[src/rtl/core/rlpan_pkg.sv]
// shared types and constants for the rlp address/nonce list encoder
// used by every file under rtl/core; no dependencies
`default_nettype none
package rlpan_pkg;

  localparam int EncBytes   = 31;            // longest encoding of one item
  localparam int EncBits    = EncBytes * 8;
  localparam int CntW       = $clog2(EncBytes + 1);
  localparam int QueueDepth = 2;
  localparam int QPtrW      = $clog2(QueueDepth);
  localparam int QCntW      = $clog2(QueueDepth + 1);

  localparam logic [7:0] StrBase    = 8'h80;
  localparam logic [7:0] ListBase   = 8'hc0;
  localparam logic [7:0] AddrPrefix = 8'h94;
  localparam logic [7:0] FixedLen   = 8'd21;  // address prefix + 20 address bytes

  // one classified item: the whole encoding, left aligned, and its length
  typedef struct packed {
    logic [EncBits-1:0] bytes;
    logic [CntW-1:0]    total;
  } enc_item_t;

  typedef struct packed {
    logic empty;
    logic full;
  } q_status_t;

endpackage
`default_nettype wire

[src/rtl/core/rlpan_front.sv]
// front part: classifies the nonce and lays out the full byte string of an item
// depends on rlpan_pkg
`default_nettype none
module rlpan_front (
  input  wire logic [31:0]         sender_top,
  input  wire logic [63:0]         sender_middle,
  input  wire logic [63:0]         sender_bottom,
  input  wire logic [63:0]         nonce_value,
  output rlpan_pkg::enc_item_t     item
);

  logic [3:0]  nbytes;
  logic [3:0]  nlen;
  logic [5:0]  shamt;
  logic [63:0] nonce_al;
  logic [71:0] nenc;
  logic [7:0]  list_hdr;

  // significant byte count of the nonce
  always_comb begin
    nbytes = 4'd0;
    for (int i = 0; i < 8; i++) begin
      if (nonce_value[i*8 +: 8] != 8'h00) begin
        nbytes = 4'(i + 1);
      end
    end
  end

  assign shamt    = {(3'd0 - nbytes[2:0]), 3'b000}; // 8 * (8 - n), n = 8 gives 0
  assign nonce_al = nonce_value << shamt;

  always_comb begin
    if (nonce_value == 64'd0) begin
      nenc = {rlpan_pkg::StrBase, 64'd0};
      nlen = 4'd1;
    end else if (nonce_value[63:7] == 57'd0) begin
      nenc = {nonce_value[7:0], 64'd0};
      nlen = 4'd1;
    end else begin
      nenc = {rlpan_pkg::StrBase + {4'd0, nbytes}, nonce_al};
      nlen = nbytes + 4'd1;
    end
  end

  assign list_hdr = rlpan_pkg::ListBase + rlpan_pkg::FixedLen + {4'd0, nlen};

  assign item.bytes = {list_hdr, rlpan_pkg::AddrPrefix,
                       sender_top, sender_middle, sender_bottom, nenc};
  assign item.total = rlpan_pkg::CntW'(5'd22 + {1'b0, nlen});

endmodule
`default_nettype wire

[src/rtl/core/rlpan_queue.sv]
// short queue of classified items between front and back
// depends on rlpan_pkg
`default_nettype none
module rlpan_queue (
  input  wire logic                 clk,
  input  wire logic                 rst_n,
  input  wire logic                 wr_en,
  input  wire rlpan_pkg::enc_item_t wr_item,
  input  wire logic                 rd_en,
  output rlpan_pkg::enc_item_t      rd_item,
  output rlpan_pkg::q_status_t      status
);

  rlpan_pkg::enc_item_t            mem_r [rlpan_pkg::QueueDepth];
  logic [rlpan_pkg::QPtrW-1:0]     wr_ptr_r, wr_ptr_nxt;
  logic [rlpan_pkg::QPtrW-1:0]     rd_ptr_r, rd_ptr_nxt;
  logic [rlpan_pkg::QCntW-1:0]     cnt_r, cnt_nxt;
  logic                            do_wr, do_rd;

  assign status.empty = (cnt_r == '0);
  assign status.full  = (cnt_r == rlpan_pkg::QCntW'(rlpan_pkg::QueueDepth));
  assign do_wr = wr_en && !status.full;
  assign do_rd = rd_en && !status.empty;
  assign rd_item = mem_r[rd_ptr_r];

  always_comb begin
    wr_ptr_nxt = wr_ptr_r;
    rd_ptr_nxt = rd_ptr_r;
    cnt_nxt    = cnt_r;
    if (do_wr) begin
      wr_ptr_nxt = (wr_ptr_r == rlpan_pkg::QPtrW'(rlpan_pkg::QueueDepth - 1)) ?
                   '0 : wr_ptr_r + 1'b1;
    end
    if (do_rd) begin
      rd_ptr_nxt = (rd_ptr_r == rlpan_pkg::QPtrW'(rlpan_pkg::QueueDepth - 1)) ?
                   '0 : rd_ptr_r + 1'b1;
    end
    if (do_wr && !do_rd) begin
      cnt_nxt = cnt_r + 1'b1;
    end else if (do_rd && !do_wr) begin
      cnt_nxt = cnt_r - 1'b1;
    end
  end

  always_ff @(posedge clk) begin
    if (!rst_n) begin
      wr_ptr_r <= '0;
      rd_ptr_r <= '0;
      cnt_r    <= '0;
    end else begin
      wr_ptr_r <= wr_ptr_nxt;
      rd_ptr_r <= rd_ptr_nxt;
      cnt_r    <= cnt_nxt;
    end
  end

  always_ff @(posedge clk) begin
    if (do_wr) begin
      mem_r[wr_ptr_r] <= wr_item;
    end
  end

endmodule
`default_nettype wire

[src/rtl/core/rlpan_back.sv]
// back part: shifts one item's encoding out a byte at a time
// depends on rlpan_pkg
`default_nettype none
module rlpan_back (
  input  wire logic                 clk,
  input  wire logic                 rst_n,
  input  wire rlpan_pkg::enc_item_t q_item,
  input  wire rlpan_pkg::q_status_t q_status,
  output logic                      q_rd,
  output logic                      empty,
  input  wire logic                 pop,
  output logic [7:0]                out_byte,
  output logic                      out_last_byte
);

  logic [rlpan_pkg::EncBits-1:0] shift_r, shift_nxt;
  logic [rlpan_pkg::CntW-1:0]    remain_r, remain_nxt;
  logic                          busy, taken, need;

  assign busy          = (remain_r != '0);
  assign empty         = !busy;
  assign out_byte      = shift_r[rlpan_pkg::EncBits-1 -: 8];
  assign out_last_byte = (remain_r == rlpan_pkg::CntW'(1));
  assign taken         = pop && busy;
  // reload when idle or as the last byte leaves
  assign need          = !busy || (taken && out_last_byte);
  assign q_rd          = need && !q_status.empty;

  always_comb begin
    shift_nxt  = shift_r;
    remain_nxt = remain_r;
    if (q_rd) begin
      shift_nxt  = q_item.bytes;
      remain_nxt = q_item.total;
    end else if (taken) begin
      shift_nxt  = {shift_r[rlpan_pkg::EncBits-9:0], 8'h00};
      remain_nxt = remain_r - 1'b1;
    end
  end

  always_ff @(posedge clk) begin
    if (!rst_n) begin
      remain_r <= '0;
    end else begin
      remain_r <= remain_nxt;
    end
  end

  always_ff @(posedge clk) begin
    shift_r <= shift_nxt;
  end

endmodule
`default_nettype wire

[src/rtl/core/rlp_address_nonce_encoder_core.sv]
// top level of the rlp encoder for the list [sender, nonce]
// depends on rlpan_pkg, rlpan_front, rlpan_queue, rlpan_back
`default_nettype none
// Usage:
//   input queue side: drive the sender address (top/middle/bottom words) and
//   the nonce with push high; the item is taken on a clock edge where full
//   is low. Each item is classified in the same cycle and parked in a
//   two-entry queue.
//   result queue side: while empty is low, out_byte holds the next byte of
//   the encoding and out_last_byte marks its final byte; pop takes it.
//   An item yields 23 to 31 bytes: list header, 0x94, 20 address bytes,
//   then the nonce as an rlp scalar.
//   When the serialiser is free, the first byte shows once the item has
//   passed the queue and been loaded into the shift register. Throughput
//   is one byte per cycle while pop is high, set by the byte serialiser; the
//   next queued item's first byte follows the previous last byte with no gap.
//   When pop stays low the current byte holds and the queue fills; full
//   then rises after two further items.
//   Synchronous reset empties the queue and the serialiser.
module rlp_address_nonce_encoder_core (
  input  wire logic        clk,
  input  wire logic        rst_n,
  input  wire logic        push,
  output logic             full,
  input  wire logic [31:0] in_sender_top,
  input  wire logic [63:0] in_sender_middle,
  input  wire logic [63:0] in_sender_bottom,
  input  wire logic [63:0] in_nonce_value,
  output logic             empty,
  input  wire logic        pop,
  output logic [7:0]       out_byte,
  output logic             out_last_byte
);

  rlpan_pkg::enc_item_t new_item, q_item;
  rlpan_pkg::q_status_t q_status;
  logic                 q_rd;

  rlpan_front u_front (
    .sender_top    (in_sender_top),
    .sender_middle (in_sender_middle),
    .sender_bottom (in_sender_bottom),
    .nonce_value   (in_nonce_value),
    .item          (new_item)
  );

  rlpan_queue u_queue (
    .clk     (clk),
    .rst_n   (rst_n),
    .wr_en   (push),
    .wr_item (new_item),
    .rd_en   (q_rd),
    .rd_item (q_item),
    .status  (q_status)
  );

  rlpan_back u_back (
    .clk           (clk),
    .rst_n         (rst_n),
    .q_item        (q_item),
    .q_status      (q_status),
    .q_rd          (q_rd),
    .empty         (empty),
    .pop           (pop),
    .out_byte      (out_byte),
    .out_last_byte (out_last_byte)
  );

  assign full = q_status.full;

  a_reset_empty: assert property (@(posedge clk) !rst_n |=> empty)
    else $error("result side not empty after reset");

  a_more_bytes: assert property (@(posedge clk) disable iff (!rst_n)
    (pop && !empty && !out_last_byte) |=> !empty)
    else $error("encoding cut short before its last byte");

  a_reload: assert property (@(posedge clk) disable iff (!rst_n)
    (empty && !q_status.empty) |=> !empty)
    else $error("queued item not picked up by serialiser");

  a_no_read_empty: assert property (@(posedge clk) disable iff (!rst_n)
    q_rd |-> !q_status.empty)
    else $error("serialiser read an empty queue");

endmodule
`default_nettype wire

[config.mk]
export PLATFORM = sky130hd
export DESIGN_NAME = rlp_address_nonce_encoder_core
export DESIGN_NICKNAME = d
export VERILOG_FILES = /design/src/rtl/core/rlpan_pkg.sv /design/src/rtl/core/rlpan_front.sv /design/src/rtl/core/rlpan_queue.sv /design/src/rtl/core/rlpan_back.sv /design/src/rtl/core/rlp_address_nonce_encoder_core.sv
export SDC_FILE = /design/constraint.sdc
export NUM_CORES = 1
export LEC_CHECK = 0
export BUFFER_PORTS_ARGS = -buffer_cell sky130_fd_sc_hd__buf_2
export CAP_MARGIN = 20
export CORE_AREA = 2 2 276 278
export DETAILED_ROUTE_END_ITERATION = 8
export DIE_AREA = 0 0 278 280
export MAX_ROUTING_LAYER = met4
export SLEW_MARGIN = 20
export SYNTH_ARGS = -nofsm -noshare
export SYNTH_HDL_FRONTEND = slang
export SYNTH_SLANG_ARGS = --single-unit
[constraint.sdc]
create_clock -name clk -period 25.9 [get_ports clk]
set_input_delay 5.18 -clock clk [delete_from_list [all_inputs] [get_ports clk]]
set_output_delay 5.18 -clock clk [all_outputs]
set_load 0.05 [all_outputs]
==> results.cfg <==
[status]
status = finished clean

[timing]
post-route-period-util_pct = 40.63
rsz0062_at_grt = no
tns_ns = 0
setup_viol = 0
clock_skew_ns = 0.01357
final_max_slew_viol_count = 0
tightest_slew_ns = 1.242
hold_slack_ns = 0.4987
min_period_ns = 10.52
fmax_mhz = 95.03
relSlewSlack_pct = 17.21
hold_viol = 0

[drt]
detail_route.vias_per_cell = 5.120
ant_nets = 0
drcViolationCount = 0
via_count = 16350
avgRoutedWirePerCell_microns = 21.73
drt-initial-drc-count = 1360
drt_first_pass_iters = 5
wl_microns = 69400

[clock_tree]
clock_path_buffers = 3
cts-htree-levels = 3
cts_hold_buf = 0
clock_sinks = 744
cts_buffers = 83
postCtsResizedCells = 0
postCtsSetupBuffers = 0
cts_tree = yes
clockRootBuffer = clkbuf_16
insertion_delay_ns = 0.61
clk_pin_slew_ns = 0.06

[placed_design]
placedCellCount = 3040
io_buffers = 238
routabilityCongestion = 0.8962
place_hpwl_microns = 43380

[synthesis]
ys_ff_latch = 744
ys_types = 63
synth_cells = 1922
syn_area_per_cell_sq_um = 15.46
synth-edff-count = 734
synth_area_sq_um = 29720
synthArstFlopShare_pct = 0
synth_nets = 2158
ys.flop_type = edfxtp_1
ys_seq_area_share_pct = 74.84
yosys_warnings = 0

[critical_path]
reg2reg_slack_ns = 21.66
setup.worst_path.start_class = primary input
cp_common_cell = buf_4
cp_cell_sequence = buf_2 -> nor4_1 -> nand2_1 -> a2bb2oi_2 -> and2_4 -> inv_4 -> ha_1 -> clkinv_1 -> buf_4 -> o2111a_1 -> a211oi_2 -> buf_4 -> o2bb2ai_1 -> a221o_1
crit_slowest_cell = ha_1
critPathBufInv = 5
end_kind = flip-flop
max_stage_delay_ns = 0.92
path_max_fanout = 54
crit_type = primary input to flip-flop
cp_top_family = buffers and inverters
worstPathRequired_ns = 26.24
arrival_ns = 10.87

[run]
cap_violations = 0

[final_layout]
synthToLayoutAreaGrowth_pct = 15.76
instances_no_fill = 3193
final_common_cell = edfxtp_1
drive_gt1_share_pct = 19.04
layout_common_cells = 734 x edfxtp_1, 265 x mux2i_1, 263 x nand2_1
final_nets = 2384

[global_routing]
grt_pass1_wl_microns = 103700
grt-ovfl-total = 0
grt_max_degree = 225
grt_usage_pct = 18.08
grt_pass1_vias = 16680
antenna_found_initial = 2

[floorplan]
die_area_sq_um = 77840
core_area_sq_um = 75190
rows = 101
initial_utilization_pct = 39.53
boundaryPins = 239
die_x_microns = 278
die_y_microns = 280

[power]
peakVddDrop_mv = 0.1323
pwr_density_cell_nw_per_um2 = 113.0
p_leak_nw = 12.15

[worst_hold_path]
hold_path.class = flip-flop to flip-flop
## layer usage
| layer | part of all wire (%) | global-route usage, % |
|---|---|---|
| met2 | 48 | 28.72 |
| met4 | 2.0 | 4.893 |
| met5 | 0 | - |
| met3 | 4.5 | 3.173 |
| met1 | 45 | 24.11 |
## metrics by stage
step | utilization (%) | worst slack (ns) | instance area (sq um) | power [mW]
2_1_floorplan | - | 9.670 | 29720 | 2.615
3_3_place_gp | 42.29 | 14.96 | 31800 | 2.803
3_5_place_dp | 42.29 | 14.80 | 31800 | 2.823
4_1_cts | 45.71 | 15.44 | 34370 | 3.946
5_1_grt | 45.75 | 14.92 | 34400 | 4.113
6_report | 45.76 | 15.38 | 34400 | 3.889
## worst reg2reg max path: cells and delay by family, from the launching register on
family | cells | cell delay [ns]
buffers and inverters | 4 | 2.47
DFF | 1 | 0.36
adders and majority gates | 1 | 0.21
AOI/OAI and AO/OA | 2 | 0.55
and+or+nand+nor | 2 | 0.34
## path summary, 6_finish.rpt
path	startpoint	end	cells past startpoint
max	in_nonce_value[53]	u_queue.mem_r[1][37]$_DFFE_PP_	14
min reg2reg	u_back.shift_r[238]$_SDFFCE_PP0P_	u_back.shift_r[246]$_SDFFCE_PP1P_	1
min	u_back.shift_r[238]$_SDFFCE_PP0P_	u_back.shift_r[246]$_SDFFCE_PP1P_	1
max reg2reg	u_back.remain_r[0]$_SDFFE_PN0P_	u_back.shift_r[44]$_DFFE_PP_	9
## Yosys cell counts, types with 4 or more instances
cell       count  area [sq um]
mux4_2         4         90.09
nand2b_1       7         43.79
mux2_4         5         75.07
mux2i_1      265          2653
edfxtp_1     734         22040
mux2_2        13         146.4
mux2_1         4         45.04
buf_2          8         40.04
xnor2_1        8         70.07
a211o_1        8         70.07
a2bb2oi_1      4         35.03
o21ai_2        8         70.07
buf_4          8         60.06
dfxtp_1       10         200.2
nand4_1        4         25.02
a22oi_1        4         30.03
nor2_1        51         191.4
clkbuf_1      89         334.1
nor3_1        12         60.06
nor4_1        18         112.6
ha_1           8         100.1
inv_1         16         60.06
and2_1        15         93.84
a21oi_1       30         150.1
buf_6          5         56.30
a211oi_1       8         60.06
o22a_1         8         70.07
a22oi_2        4         50.05
o21ai_1       10         50.05
o221ai_1       6         52.55
nand2_1      264         991.0
o21ai_0      243          1216
## cell families after synthesis
family / after synthesis / synth area share (%)
adder cells (fa/ha/maj): 8 / 0.3368
multiplexers: 291 / 10.13
buffers and inverters: 133 / 2.097
XOR/XNOR: 10 / 0.2947
AO/OA/AOI/OAI: 351 / 6.816
flip-flops: 744 / 74.84
AND/OR/NAND/NOR: 385 / 5.494
## state kept, by name, summed over array words and instances (netlist names), named ones only
register / count
u_queue.mem_r: 486
u_back.shift_r: 248
u_back.remain_r: 5
u_queue.cnt_r: 2
u_queue.rd_ptr_r: 1
u_queue.wr_ptr_r: 1
## power by group
| part | switching (mW) | internal (mW) |
|---|---|---|
| registers | 0.0829 | 1.83 |
| logic | 0.633 | 0.232 |
| clock network | 0.465 | 0.644 |
| total | 1.18 | 2.71 |
## final cells by class
type	count	area [sq um]
antenna	4	10.01
clock buffer	100	2151
clock inverter	48	416.7
fill	6586	40790
inverter	19	81.33
multi-input combinational	1045	6875
sequential	744	22250
tap	978	1224
timing repair buffer	255	1401
No activity file was read; power rests on OpenSTA's default activity.
